**src/rtl/core/ptf_pkg.sv**
```systemverilog
// shared types and token codes for the pd transmit fifo token framer
`default_nettype none
package ptf_pkg;

	localparam int OBJ_SLOTS = 7;

	localparam logic [7:0] TOK_SOP1    = 8'h12;
	localparam logic [7:0] TOK_SOP2    = 8'h13;
	localparam logic [7:0] TOK_PACKSYM = 8'h80;
	localparam logic [7:0] TOK_JAM_CRC = 8'hFF;
	localparam logic [7:0] TOK_EOP     = 8'h14;
	localparam logic [7:0] TOK_TXOFF   = 8'hFE;
	localparam logic [7:0] TOK_TXON    = 8'hA1;

	// fixed frame layout: four sop tokens, packsym, two header bytes
	localparam logic [5:0] POS_PACKSYM = 6'd4;
	localparam logic [5:0] POS_HDR_LO  = 6'd5;
	localparam logic [5:0] POS_HDR_HI  = 6'd6;
	localparam logic [5:0] POS_OBJ     = 6'd7;

	typedef logic [OBJ_SLOTS-1:0][31:0] obj_arr_t;

	typedef struct packed {
		logic       vld;
		logic       last;
		logic [7:0] data;
	} cell_t;

	typedef struct packed {
		logic load;
		logic shift;
	} cell_ctl_t;

endpackage
`default_nettype wire

```
**src/rtl/core/ptf_msg_if.sv**
```systemverilog
// message request channel: header, object count and data objects
`default_nettype none
interface ptf_msg_if;
	logic        valid;
	logic        ready;
	logic [15:0] header;
	logic [2:0]  num_objs;
	logic [31:0] data_object_0;
	logic [31:0] data_object_1;
	logic [31:0] data_object_2;
	logic [31:0] data_object_3;
	logic [31:0] data_object_4;
	logic [31:0] data_object_5;
	logic [31:0] data_object_6;

	modport source (
		output valid, header, num_objs, data_object_0, data_object_1, data_object_2,
		       data_object_3, data_object_4, data_object_5, data_object_6,
		input  ready
	);
	modport sink (
		input  valid, header, num_objs, data_object_0, data_object_1, data_object_2,
		       data_object_3, data_object_4, data_object_5, data_object_6,
		output ready
	);
endinterface
`default_nettype wire

```
**src/rtl/core/ptf_byte_if.sv**
```systemverilog
// fifo byte request channel: one token or payload byte with last marker
`default_nettype none
interface ptf_byte_if;
	logic       valid;
	logic       ready;
	logic [7:0] tok_byte;
	logic       last_byte;

	modport source (output valid, tok_byte, last_byte, input ready);
	modport sink (input valid, tok_byte, last_byte, output ready);
endinterface
`default_nettype wire

```
**src/rtl/core/ptf_cell.sv**
```systemverilog
// one byte cell of the frame shift chain: loads its frame byte, then shifts toward the head
`default_nettype none
module ptf_cell #(
	parameter int IDX = 0
) (
	input  wire                     clk,
	input  wire                     arst_n,
	input  wire ptf_pkg::cell_ctl_t ctl,
	input  wire [15:0]              header,
	input  wire [2:0]               cnt,
	input  wire ptf_pkg::obj_arr_t  objs,
	input  wire ptf_pkg::cell_t     from_next,
	output ptf_pkg::cell_t          cell_out
);
	import ptf_pkg::*;

	localparam logic [5:0] POS = 6'(IDX);

	logic [5:0]  tail;
	logic [5:0]  rel;
	logic [2:0]  osel;
	logic [31:0] word;
	cell_t       ld;
	logic        vld_q;
	logic        last_q;
	logic [7:0]  data_q;

	always_comb begin
		tail = POS_OBJ + {1'b0, cnt, 2'b00};
		rel  = POS - POS_OBJ;
		osel = rel[4:2];
		word = (osel < 3'(OBJ_SLOTS)) ? objs[osel] : 32'd0;
		ld.vld  = (POS <= tail + 6'd3);
		ld.last = (POS == tail + 6'd3);
		if (POS < POS_PACKSYM) begin
			ld.data = (POS == 6'd3) ? TOK_SOP2 : TOK_SOP1;
		end else if (POS == POS_PACKSYM) begin
			ld.data = TOK_PACKSYM | {3'b000, cnt, 2'b10};
		end else if (POS == POS_HDR_LO) begin
			ld.data = header[7:0];
		end else if (POS == POS_HDR_HI) begin
			ld.data = header[15:8];
		end else if (POS < tail) begin
			ld.data = word[{rel[1:0], 3'b000} +: 8];
		end else if (POS == tail) begin
			ld.data = TOK_JAM_CRC;
		end else if (POS == tail + 6'd1) begin
			ld.data = TOK_EOP;
		end else if (POS == tail + 6'd2) begin
			ld.data = TOK_TXOFF;
		end else begin
			ld.data = TOK_TXON;
		end
	end

	always_ff @(posedge clk or negedge arst_n) begin
		if (!arst_n) begin
			vld_q <= 1'b0;
		end else if (ctl.load) begin
			vld_q <= ld.vld;
		end else if (ctl.shift) begin
			vld_q <= from_next.vld;
		end
	end

	always_ff @(posedge clk) begin
		if (ctl.load) begin
			last_q <= ld.last;
			data_q <= ld.data;
		end else if (ctl.shift) begin
			last_q <= from_next.last;
			data_q <= from_next.data;
		end
	end

	assign cell_out.vld  = vld_q;
	assign cell_out.last = last_q;
	assign cell_out.data = data_q;

endmodule
`default_nettype wire

```
**src/rtl/core/pd_tx_fifo_token_framer.sv**
```systemverilog
// top level: usb pd message to transmit fifo token stream over a chain of byte cells
//
//  channel | dir | payload                                  | accepted when
//  msg     | in  | header, num_objs, data_object_0..6       | msg.valid && msg.ready
//  tx      | out | tok_byte, last_byte                      | tx.valid && tx.ready
//
// a message loads all 11+4n frame bytes into the cell chain in a single load
// bytes leave from the head cell one per cycle while tx.ready is high
// a new message is taken once the chain is empty, the cycle after txon leaves
// reset clears the cell valid bits; tx stalls just hold the chain
`default_nettype none
module pd_tx_fifo_token_framer #(
	parameter int MAX_OBJECTS = 7
) (
	input  wire        clk,
	input  wire        arst_n,
	ptf_msg_if.sink    msg,
	ptf_byte_if.source tx
);
	import ptf_pkg::*;

	localparam int         NCELLS  = 11 + 4 * MAX_OBJECTS;
	localparam logic [2:0] MAX_CNT = 3'(MAX_OBJECTS);

	cell_t             cells [NCELLS+1];
	logic [NCELLS-1:0] vld_vec;
	cell_ctl_t         ctl;
	logic [2:0]        cnt;
	obj_arr_t          objs;

	assign cnt  = (msg.num_objs > MAX_CNT) ? MAX_CNT : msg.num_objs;
	assign objs = {msg.data_object_6, msg.data_object_5, msg.data_object_4,
	               msg.data_object_3, msg.data_object_2, msg.data_object_1,
	               msg.data_object_0};

	assign msg.ready = !cells[0].vld;
	assign ctl.load  = msg.valid && msg.ready;
	assign ctl.shift = tx.valid && tx.ready;

	assign cells[NCELLS] = '0;

	for (genvar i = 0; i < NCELLS; i++) begin : g_cell
		ptf_cell #(.IDX(i)) u_cell (
			.clk       (clk),
			.arst_n    (arst_n),
			.ctl       (ctl),
			.header    (msg.header),
			.cnt       (cnt),
			.objs      (objs),
			.from_next (cells[i+1]),
			.cell_out  (cells[i])
		);
		assign vld_vec[i] = cells[i].vld;
	end

	assign tx.valid     = cells[0].vld;
	assign tx.tok_byte  = cells[0].data;
	assign tx.last_byte = cells[0].last;

	// a frame always sits packed against the head of the chain
	a_contig: assert property (@(posedge clk) disable iff (!arst_n)
		((vld_vec >> 1) & ~vld_vec) == '0)
		else $error("cell chain has a gap");

	a_first_sop: assert property (@(posedge clk) disable iff (!arst_n)
		(msg.valid && msg.ready) |=> (tx.valid && tx.tok_byte == TOK_SOP1))
		else $error("frame does not start with sop1");

	a_last_txon: assert property (@(posedge clk) disable iff (!arst_n)
		(tx.valid && tx.last_byte) |-> (tx.tok_byte == TOK_TXON && vld_vec[NCELLS-1:1] == '0))
		else $error("last byte is not a lone txon");

	a_empty_after: assert property (@(posedge clk) disable iff (!arst_n)
		(tx.valid && tx.ready && tx.last_byte) |=> (vld_vec == '0 && msg.ready))
		else $error("chain not empty after last byte");

endmodule
`default_nettype wire

```
**src/flat_wrapper.sv**
```systemverilog
// flat-port wrapper written by rule: the top's interface ports become plain ports
module pd_tx_fifo_token_framer_flat import ptf_pkg::*;
#(
	parameter int MAX_OBJECTS = 7
)
  (clk, arst_n, msg_valid, msg_header, msg_num_objs, msg_data_object_0, msg_data_object_1, msg_data_object_2, msg_data_object_3, msg_data_object_4, msg_data_object_5, msg_data_object_6, msg_ready, tx_valid, tx_tok_byte, tx_last_byte, tx_ready);
  ptf_msg_if msg_i ();
  ptf_byte_if tx_i ();
  input  wire clk;
  input  wire arst_n;
  input wire logic [$bits(msg_i.valid)-1:0] msg_valid;
  input wire logic [$bits(msg_i.header)-1:0] msg_header;
  input wire logic [$bits(msg_i.num_objs)-1:0] msg_num_objs;
  input wire logic [$bits(msg_i.data_object_0)-1:0] msg_data_object_0;
  input wire logic [$bits(msg_i.data_object_1)-1:0] msg_data_object_1;
  input wire logic [$bits(msg_i.data_object_2)-1:0] msg_data_object_2;
  input wire logic [$bits(msg_i.data_object_3)-1:0] msg_data_object_3;
  input wire logic [$bits(msg_i.data_object_4)-1:0] msg_data_object_4;
  input wire logic [$bits(msg_i.data_object_5)-1:0] msg_data_object_5;
  input wire logic [$bits(msg_i.data_object_6)-1:0] msg_data_object_6;
  output wire logic [$bits(msg_i.ready)-1:0] msg_ready;
  output wire logic [$bits(tx_i.valid)-1:0] tx_valid;
  output wire logic [$bits(tx_i.tok_byte)-1:0] tx_tok_byte;
  output wire logic [$bits(tx_i.last_byte)-1:0] tx_last_byte;
  input wire logic [$bits(tx_i.ready)-1:0] tx_ready;
  assign msg_i.valid = msg_valid;
  assign msg_i.header = msg_header;
  assign msg_i.num_objs = msg_num_objs;
  assign msg_i.data_object_0 = msg_data_object_0;
  assign msg_i.data_object_1 = msg_data_object_1;
  assign msg_i.data_object_2 = msg_data_object_2;
  assign msg_i.data_object_3 = msg_data_object_3;
  assign msg_i.data_object_4 = msg_data_object_4;
  assign msg_i.data_object_5 = msg_data_object_5;
  assign msg_i.data_object_6 = msg_data_object_6;
  assign msg_ready = msg_i.ready;
  assign tx_valid = tx_i.valid;
  assign tx_tok_byte = tx_i.tok_byte;
  assign tx_last_byte = tx_i.last_byte;
  assign tx_i.ready = tx_ready;
  pd_tx_fifo_token_framer #(.MAX_OBJECTS(MAX_OBJECTS)) u_core (.clk(clk), .arst_n(arst_n), .msg(msg_i), .tx(tx_i));
endmodule
```
**config.mk**
```make
export PLATFORM = sky130hd
export DESIGN_NAME = pd_tx_fifo_token_framer_flat
export DESIGN_NICKNAME = d
export VERILOG_FILES = /design/src/rtl/core/ptf_pkg.sv /design/src/rtl/core/ptf_msg_if.sv /design/src/rtl/core/ptf_byte_if.sv /design/src/rtl/core/ptf_cell.sv /design/src/rtl/core/pd_tx_fifo_token_framer.sv /design/src/flat_wrapper.sv
export SDC_FILE = /design/constraint.sdc
export NUM_CORES = 1
export LEC_CHECK = 0
export ABC_AREA = 1
export BUFFER_PORTS_ARGS = -buffer_cell sky130_fd_sc_hd__buf_2
export CORE_UTILIZATION = 57
export DETAILED_ROUTE_END_ITERATION = 6
export GPL_TIMING_DRIVEN = 0
export PLACE_DENSITY_LB_ADDON = 0.25
export SYNTH_ARGS = -nofsm -noshare
export SYNTH_HDL_FRONTEND = slang
export SYNTH_SLANG_ARGS = --single-unit
```
**constraint.sdc**
```tcl
create_clock -name clk -period 6.3 [get_ports clk]
set_input_delay 1.26 -clock clk [delete_from_list [all_inputs] [get_ports clk]]
set_output_delay 1.26 -clock clk [all_outputs]
set_load 0.05 [all_outputs]
```
=== Word level (Yosys, flattened, before mapping) ===
Index checks and enable logic that the tools add are counted.

* Register bits: 390
* Bits in latches: 0
* Bits in writable memories: 0
* Bits in read-only memories: 0
* Input bits: 247
* Output and inout bits: 11
* Logic and storage cells: 687
* Memories kept: 0

* Add/subtract/negate cells: 4
* Multiply operators: 0
* Div/mod/pow operators: 0
* Order comparisons: 72
* Eq/ne operators: 134
* Shift operators: 0
* Muxes and demuxes: 354
* Bitwise gates (word level): 0
* Reductions and logical operators: 5

{| class="wikitable"
|+ Operator list
! kind !! count
|-
| 8-bit two-way mux || 164
|-
| 5-bit by 6-bit equality test with 1-bit output, first input constant || 64
|-
| 7-bit two-way mux || 32
|-
| 4-bit by 6-bit equality test with 1-bit output, first input constant || 32
|-
| 6-bit equality test, first input constant || 28
|-
| 1-bit two-way mux || 155
|-
| 5-bit by 6-bit less-or-equal comparator with 1-bit output, first input constant || 16
|-
| 5-bit by 6-bit < comparator with 1-bit output, first input constant || 16
|-
| 4-bit by 6-bit less-or-equal comparator with 1-bit output, first input constant || 8
|-
| 4-bit by 6-bit < comparator with 1-bit output, first input constant || 8
|-
| 3-bit by 6-bit equality test with 1-bit output, first input constant || 7
|-
| 6-bit less-or-equal comparator, first input constant || 7
|-
| 6-bit < comparator, first input constant || 7
|-
| 3-bit by 6-bit less-or-equal comparator with 1-bit output, first input constant || 4
|-
| 6-bit by 2-bit adder with 6-bit output, second input constant || 2
|-
| 2-bit by 6-bit equality test with 1-bit output, first input constant || 2
|-
| 1-bit by 6-bit less-or-equal comparator with 1-bit output, first input constant || 2
|-
| 2-bit by 6-bit less-or-equal comparator with 1-bit output, first input constant || 2
|-
| 5-bit two-way mux || 2
|-
| 3-bit by 5-bit adder with 6-bit output, first input constant || 1
|-
| 6-bit by 1-bit adder with 6-bit output, second input constant || 1
|-
| 1-bit by 6-bit equality test with 1-bit output, first input constant || 1
|-
| 6-bit logical NOT || 1
|-
| 3-bit by 6-bit < comparator with 1-bit output, first input constant || 1
|-
| 5 further kinds || 6
|}

=== Longest topological paths before layout ===
* Depth after elaboration: 10
* Gate-level depth with buffers: 13
* Gate-level depth less buffers: 12

=== Hierarchy ===
From an unflattened synthesis, not the netlist that was laid out.

* Cells, all modules: 2,622
* Area total of the unflattened synthesis: 22,127.5 um^2

{| class="wikitable"
|+ Modules (own cells, without submodules)
! module !! instances !! cells each !! area each (um^2) !! sequential area each (um^2)
|-
| ptf_cell (u_core.g_cell[0].u_cell ...) || 3 || 58 || 427.9 || 215.2
|-
| ptf_cell (u_core.g_cell[5].u_cell ...) || 2 || 45 || 447.9 || 295.3
|-
| ptf_cell (u_core.g_cell[20].u_cell) || 1 || 84 || 678.2 || 295.3
|-
| ptf_cell (u_core.g_cell[21].u_cell) || 1 || 88 || 671.9 || 295.3
|-
| ptf_cell (u_core.g_cell[25].u_cell) || 1 || 85 || 665.6 || 295.3
|-
| ptf_cell (u_core.g_cell[29].u_cell) || 1 || 86 || 665.6 || 295.3
|-
| ptf_cell (u_core.g_cell[8].u_cell) || 1 || 79 || 665.6 || 295.3
|-
| ptf_cell (u_core.g_cell[9].u_cell) || 1 || 81 || 635.6 || 295.3
|-
| ptf_cell (u_core.g_cell[11].u_cell) || 1 || 78 || 630.6 || 295.3
|-
| ptf_cell (u_core.g_cell[12].u_cell) || 1 || 82 || 630.6 || 295.3
|-
| ptf_cell (u_core.g_cell[16].u_cell) || 1 || 82 || 628.1 || 295.3
|-
| ptf_cell (u_core.g_cell[10].u_cell) || 1 || 72 || 620.6 || 295.3
|-
| ptf_cell (u_core.g_cell[22].u_cell) || 1 || 74 || 620.6 || 295.3
|-
| ptf_cell (u_core.g_cell[30].u_cell) || 1 || 73 || 620.6 || 295.3
|-
| 23 more rows || -- || -- || -- || --
|}

=== Worst setup path after synthesis ===
OpenSTA, ideal clock, no wires.

* Path type: input -> register
* Start point: in tx_ready
* End point: reg u_core.g_cell[0].u_cell.last_q (enable)
* Setup time: 529 ps
* Data arrival time: 5,393 ps
* Data required time: 5,771 ps
* Path slack: 378 ps
* Stages: 6
* Buffers on the path: 2
* Cells stage by stage: nand2_1 inv_2 nor2_4 inv_1 buf_2 buf_2

* Cells in the longest elaborated chain, start to end: 2

{| class="wikitable"
|+ RTL lines
! what !! RTL line !! source
|-
| start: declaration || flat_wrapper.sv:25 || <nowiki>input wire logic [$bits(tx_i.ready)-1:0] tx_ready;</nowiki>
|-
| 1-bit logical AND || pd_tx_fifo_token_framer.sv:38 || <nowiki>assign ctl.shift = tx.valid && tx.ready;</nowiki>
|-
| 2-bit nonzero test (no source line) || -- ||
|-
| end signal: assignment || ptf_cell.sv:68 || <nowiki>last_q <= ld.last;</nowiki>
|-
| end signal: assignment || ptf_cell.sv:71 || <nowiki>last_q <= from_next.last;</nowiki>
|-
| end: declaration || ptf_cell.sv:25 || <nowiki>logic last_q;</nowiki>
|}

No other way between the ends.
A chain may end at the register's enable or synchronous reset.

=== Worst setup path after layout ===
* Start point: in tx_ready
* End point: reg u_core.g_cell[17].u_cell.data_q[4] (enable)

* Cells in the longest elaborated chain, start to end: 2

{| class="wikitable"
|+ RTL lines
! what !! RTL line !! source
|-
| 1-bit logical AND || pd_tx_fifo_token_framer.sv:38 ||
|-
| 2-bit nonzero test (no source line) || -- ||
|-
| end signal: assignment || ptf_cell.sv:69 || <nowiki>data_q <= ld.data;</nowiki>
|-
| end signal: assignment || ptf_cell.sv:72 || <nowiki>data_q <= from_next.data;</nowiki>
|-
| end: declaration || ptf_cell.sv:26 || <nowiki>logic [7:0] data_q;</nowiki>
|}

No other way between the ends.

==> impl_metrics.csv <==
group,metric,value,unit
worst_hold_path,hp-class,"flop to flop",
power_and_ir_drop,power_switching,3.15,mW
cts,numCtsBuffers,38,
cts,cts_resized,0,
route,drt-total-wl,47000,µm
setup_path,crit_family,"buffers and inverters",
route,drtIter0Drc,1626,
cts,clkLatencyLatePin,540,ps
route,route.detailed.drc,0,
setup_path,r2r_slack,3620,ps
run_status,status,"completed",
setup_path,timing.rr.end,"u_core.g_cell[17].u_cell.data_q[4]$_DFFE_PP_",
worst_hold_path,worstHoldPathCells,2,
sta,fmax,322,MHz
sta,drv_slew,0,
floorplan,die_w,169,µm
cells_and_area,syn2layout_area_growth,19.4,%
setup_path,rr_startpoint,"u_core.g_cell[0].u_cell.vld_q$_DFFE_PN0P_",
yosys,synth_common_cells,"nand2_1 (492), edfxtp_1 (294), nor2_1 (174), inv_1 (93), a21oi_1 (89)",
yosys,synth_area_leaders,"edfxtp_1 (55%), nand2_1 (12%), dfrtp_1 (6.1%), dfxtp_1 (4.6%), nor2_1 (4.1%)",
grt,grt_usage,33.1,%
cts,post-cts-setup-buffers,0,
power_and_ir_drop,pwr-share-seq,47.4,%
route,avgViaCountPerCell,5.70,
cells_and_area,fin_nets,2134,
setup_path,cp_common_cell,"buf_2",
cts,clock_path_buffers,3,
yosys,synth_edf_count,294,
sta,tightest_slew,974,ps
yosys,synth-compound-area-share,10.2,%
yosys,yosysSeqAreaShare,66.1,%
power_and_ir_drop,switching_share,33.2,%
setup_path,crit_type,"primary input to flop",
grt,grt_max_degree,134,
sta,final.setup_skew,16.2,ps
floorplan,io_pins,258,
floorplan,die_area,28700,µm²
placement,gp_congestion,0.997,
yosys,synthAdderAreaFrac,0.471,%
yosys,yosys_warnings,0,
floorplan,initial_utilization,58.7,%
sta,setup_violations,0,
route,dr.pass1.iters,6,
yosys,yosysMostFrequentCell,"nand2_1",
route,dr_total_vias,13000,
cts,h-tree-depth,2,
yosys,synth_largest_area_cell,"edfxtp_1",
cells_and_area,final_util,70.1,%
placement,dp_worst_setup_slack,2680,ps
yosys,synthesis.area,16000,µm²
setup_path,worstPathMaxFanout,133,
setup_path,startpoint_type,"primary input",
sta,min_period_over_period,49.3,%
yosys,synth-seq-cells,370,
worst_hold_path,whs_endpoint,"u_core.g_cell[0].u_cell.data_q[1]$_SDFFE_PP1P_",
cts,clk_pin_slew,60,ps
setup_path,r2r_cells,8,
cts,cts_root_buffer,"clkbuf_16",
setup_path,critPathMaxStageDelay,470,ps
power_and_ir_drop,p_int,6.35,mW
power_and_ir_drop,p_leak,8.41,nW
grt,grt.overflow.total,0,
cts,ctsHoldBuffers,0,
placement,io_buffers,257,
floorplan,die_h,169,µm
setup_path,cp-end-kind,"flop",
cts,cts_tree,"yes",
yosys,synthFlopType,"edfxtp_1",
yosys,synth_mux_area_share,0,%
power_and_ir_drop,p_clk_share,24.5,%
route,drtAntennaViolNets,0,
floorplan,num_rows,60,
yosys,yosys.area_share.xor_xnor,0,%
grt,first_global_vias,12500,
power_and_ir_drop,powerDensity,498,nW/µm²
yosys,synth-simple-area-share,18.0,%
sta,rsz0062_at_grt,"false",
grt,antenna_found_initial,0,
worst_hold_path,min_from,"u_core.g_cell[1].u_cell.data_q[1]$_SDFFE_PP1P_",
placement,placed_area,17800,µm²
yosys,async_flop_share,10.5,%
yosys,syn_avg_cell_area,10.1,µm²
setup_path,cp_data_required_time,6470,ps
yosys,yosysUniqueCellTypes,33,
yosys,syn_inst,1582,
cells_and_area,stdcell_count,2284,
placement,dp_cells,2213,
sta,fin_crit,3100,ps
grt,grt_pass1_wl,69500,µm
cells_and_area,drive_gt1_share,19.8,%
sta,fin_hold_ws,460,ps
cts,cts_sinks,370,
sta,maxSlewHeadroom,35.1,%
sta,hold_violations,0,
yosys,synth_nets,1835,
yosys,synth.top_cell.area_share,55.3,%
setup_path,path_cells,"buf_2 > nand2_1 > inv_2 > nor2_4 > inv_1 > buf_2 > buf_8 > buf_16",
floorplan,core_area,27200,µm²
setup_path,critPathArrivalTime,3270,ps
route,wl_per_cell,20.6,µm
power_and_ir_drop,combPwrFrac,28.1,%
sta,setup_ws,3200,ps
yosys,synth_top_family_by_area,"simple AND/OR/NAND/NOR gates",
setup_path,cp_slowest_cell,"buf_16",
flow_run,drv_cap,0,
power_and_ir_drop,vdd_drop_max,0.308,mV
setup_path,critPathBufInv,6,
placement,dp_hpwl,33000,µm
cells_and_area,fin_area,19100,µm²
-- area by class of cell --
type,instances,area [µm²]
fillers,2100,8120
clock buffers,47,1070
plain buffers,96,440
well taps,372,465
diodes,1,2.50
flip-flops and latches,370,10500
repair buffers,259,1340
multi-input cells,1010,4580
inverters,106,398
clock inverters,23,214
-- placed cells by master (no fill, tap or decap), types with 4 or more instances in the layout --
master,netlist,final
nand2_1,492,492
edfxtp_1,294,294
buf_2,26,282
nor2_1,174,174
inv_1,93,93
a21oi_1,89,89
o21ai_0,88,88
clkbuf_1,46,50
clkbuf_16,0,41
dfrtp_1,39,39
dfxtp_1,37,37
nand3_1,35,35
o22a_1,22,22
o22ai_1,20,20
a22o_1,19,19
a22oi_1,15,15
buf_1,14,14
inv_2,13,13
o21ai_1,11,11
buf_4,10,10
or2_1,9,9
o211ai_1,8,8
clkinv_1,0,7
clkinv_2,0,7
ha_1,6,6
bufinv_16,0,4
inv_4,0,4
-- metal layers --
layer	global-route usage, %	vias to the layer above	share of wire, %
met2	53.4	797	47
met3	6.97	145	11
met1	43.6	6156	37
met4	14.5	0	4.8
li1	-	5928	-
met5	0	-	0
-- tightest hold or removal path, cell delays in order (launching register included) --
cell	delay [ps]
dfxtp_1	290
inv_1	60
a21oi_1	60
-- sequential cells by signal, indices dropped and copies added (netlist names) --
name and count:
u_core.g_cell.u_cell.data_q 292, u_core.g_cell.u_cell.last_q 39, u_core.g_cell.u_cell.vld_q 39
-- worst max path at each step --
stage / start / to / slack, ps / cells past startpoint
floorplan: tx_ready / u_core.g_cell[0].u_cell.last_q$_SDFFCE_PP0P_ / 380 / 6
global placement: tx_ready / u_core.g_cell[17].u_cell.data_q[3]$_DFFE_PP_ / -1400 / 7
detailed placement: tx_ready / u_core.g_cell[16].u_cell.data_q[1]$_DFFE_PP_ / 2680 / 8
CTS: tx_ready / u_core.g_cell[17].u_cell.data_q[1]$_DFFE_PP_ / 3220 / 8
global route: tx_ready / u_core.g_cell[16].u_cell.data_q[4]$_DFFE_PP_ / 3080 / 8
finish: tx_ready / u_core.g_cell[17].u_cell.data_q[4]$_DFFE_PP_ / 3200 / 8
-- cell families after synthesis --
| family | count (synthesis) |
|---|---|
| AND/OR/NAND/NOR | 728 |
| AO/OA/AOI/OAI | 276 |
| buffers and inverters | 202 |
| adder cells (fa/ha/maj) | 6 |
| flip-flops | 370 |
-- stage by stage --
step	power [mW]	setup TNS (ps)
3_5_place_dp	7.13	0
6_report	9.50	0
4_1_cts	9.46	0
2_1_floorplan	6.23	0
5_1_grt	9.92	0
3_3_place_gp	7.10	-416680
-- power by group through the flow --
stage	clock, mW	combinational, mW	sequential [mW]
after floorplan	0	1.72	4.51
after global placement	0	2.48	4.62
after detailed placement	0	2.60	4.52
after CTS	2.33	2.63	4.49
after global routing	2.42	2.92	4.59
final	2.33	2.67	4.50
No activity file was read; power rests on OpenSTA's default activity.
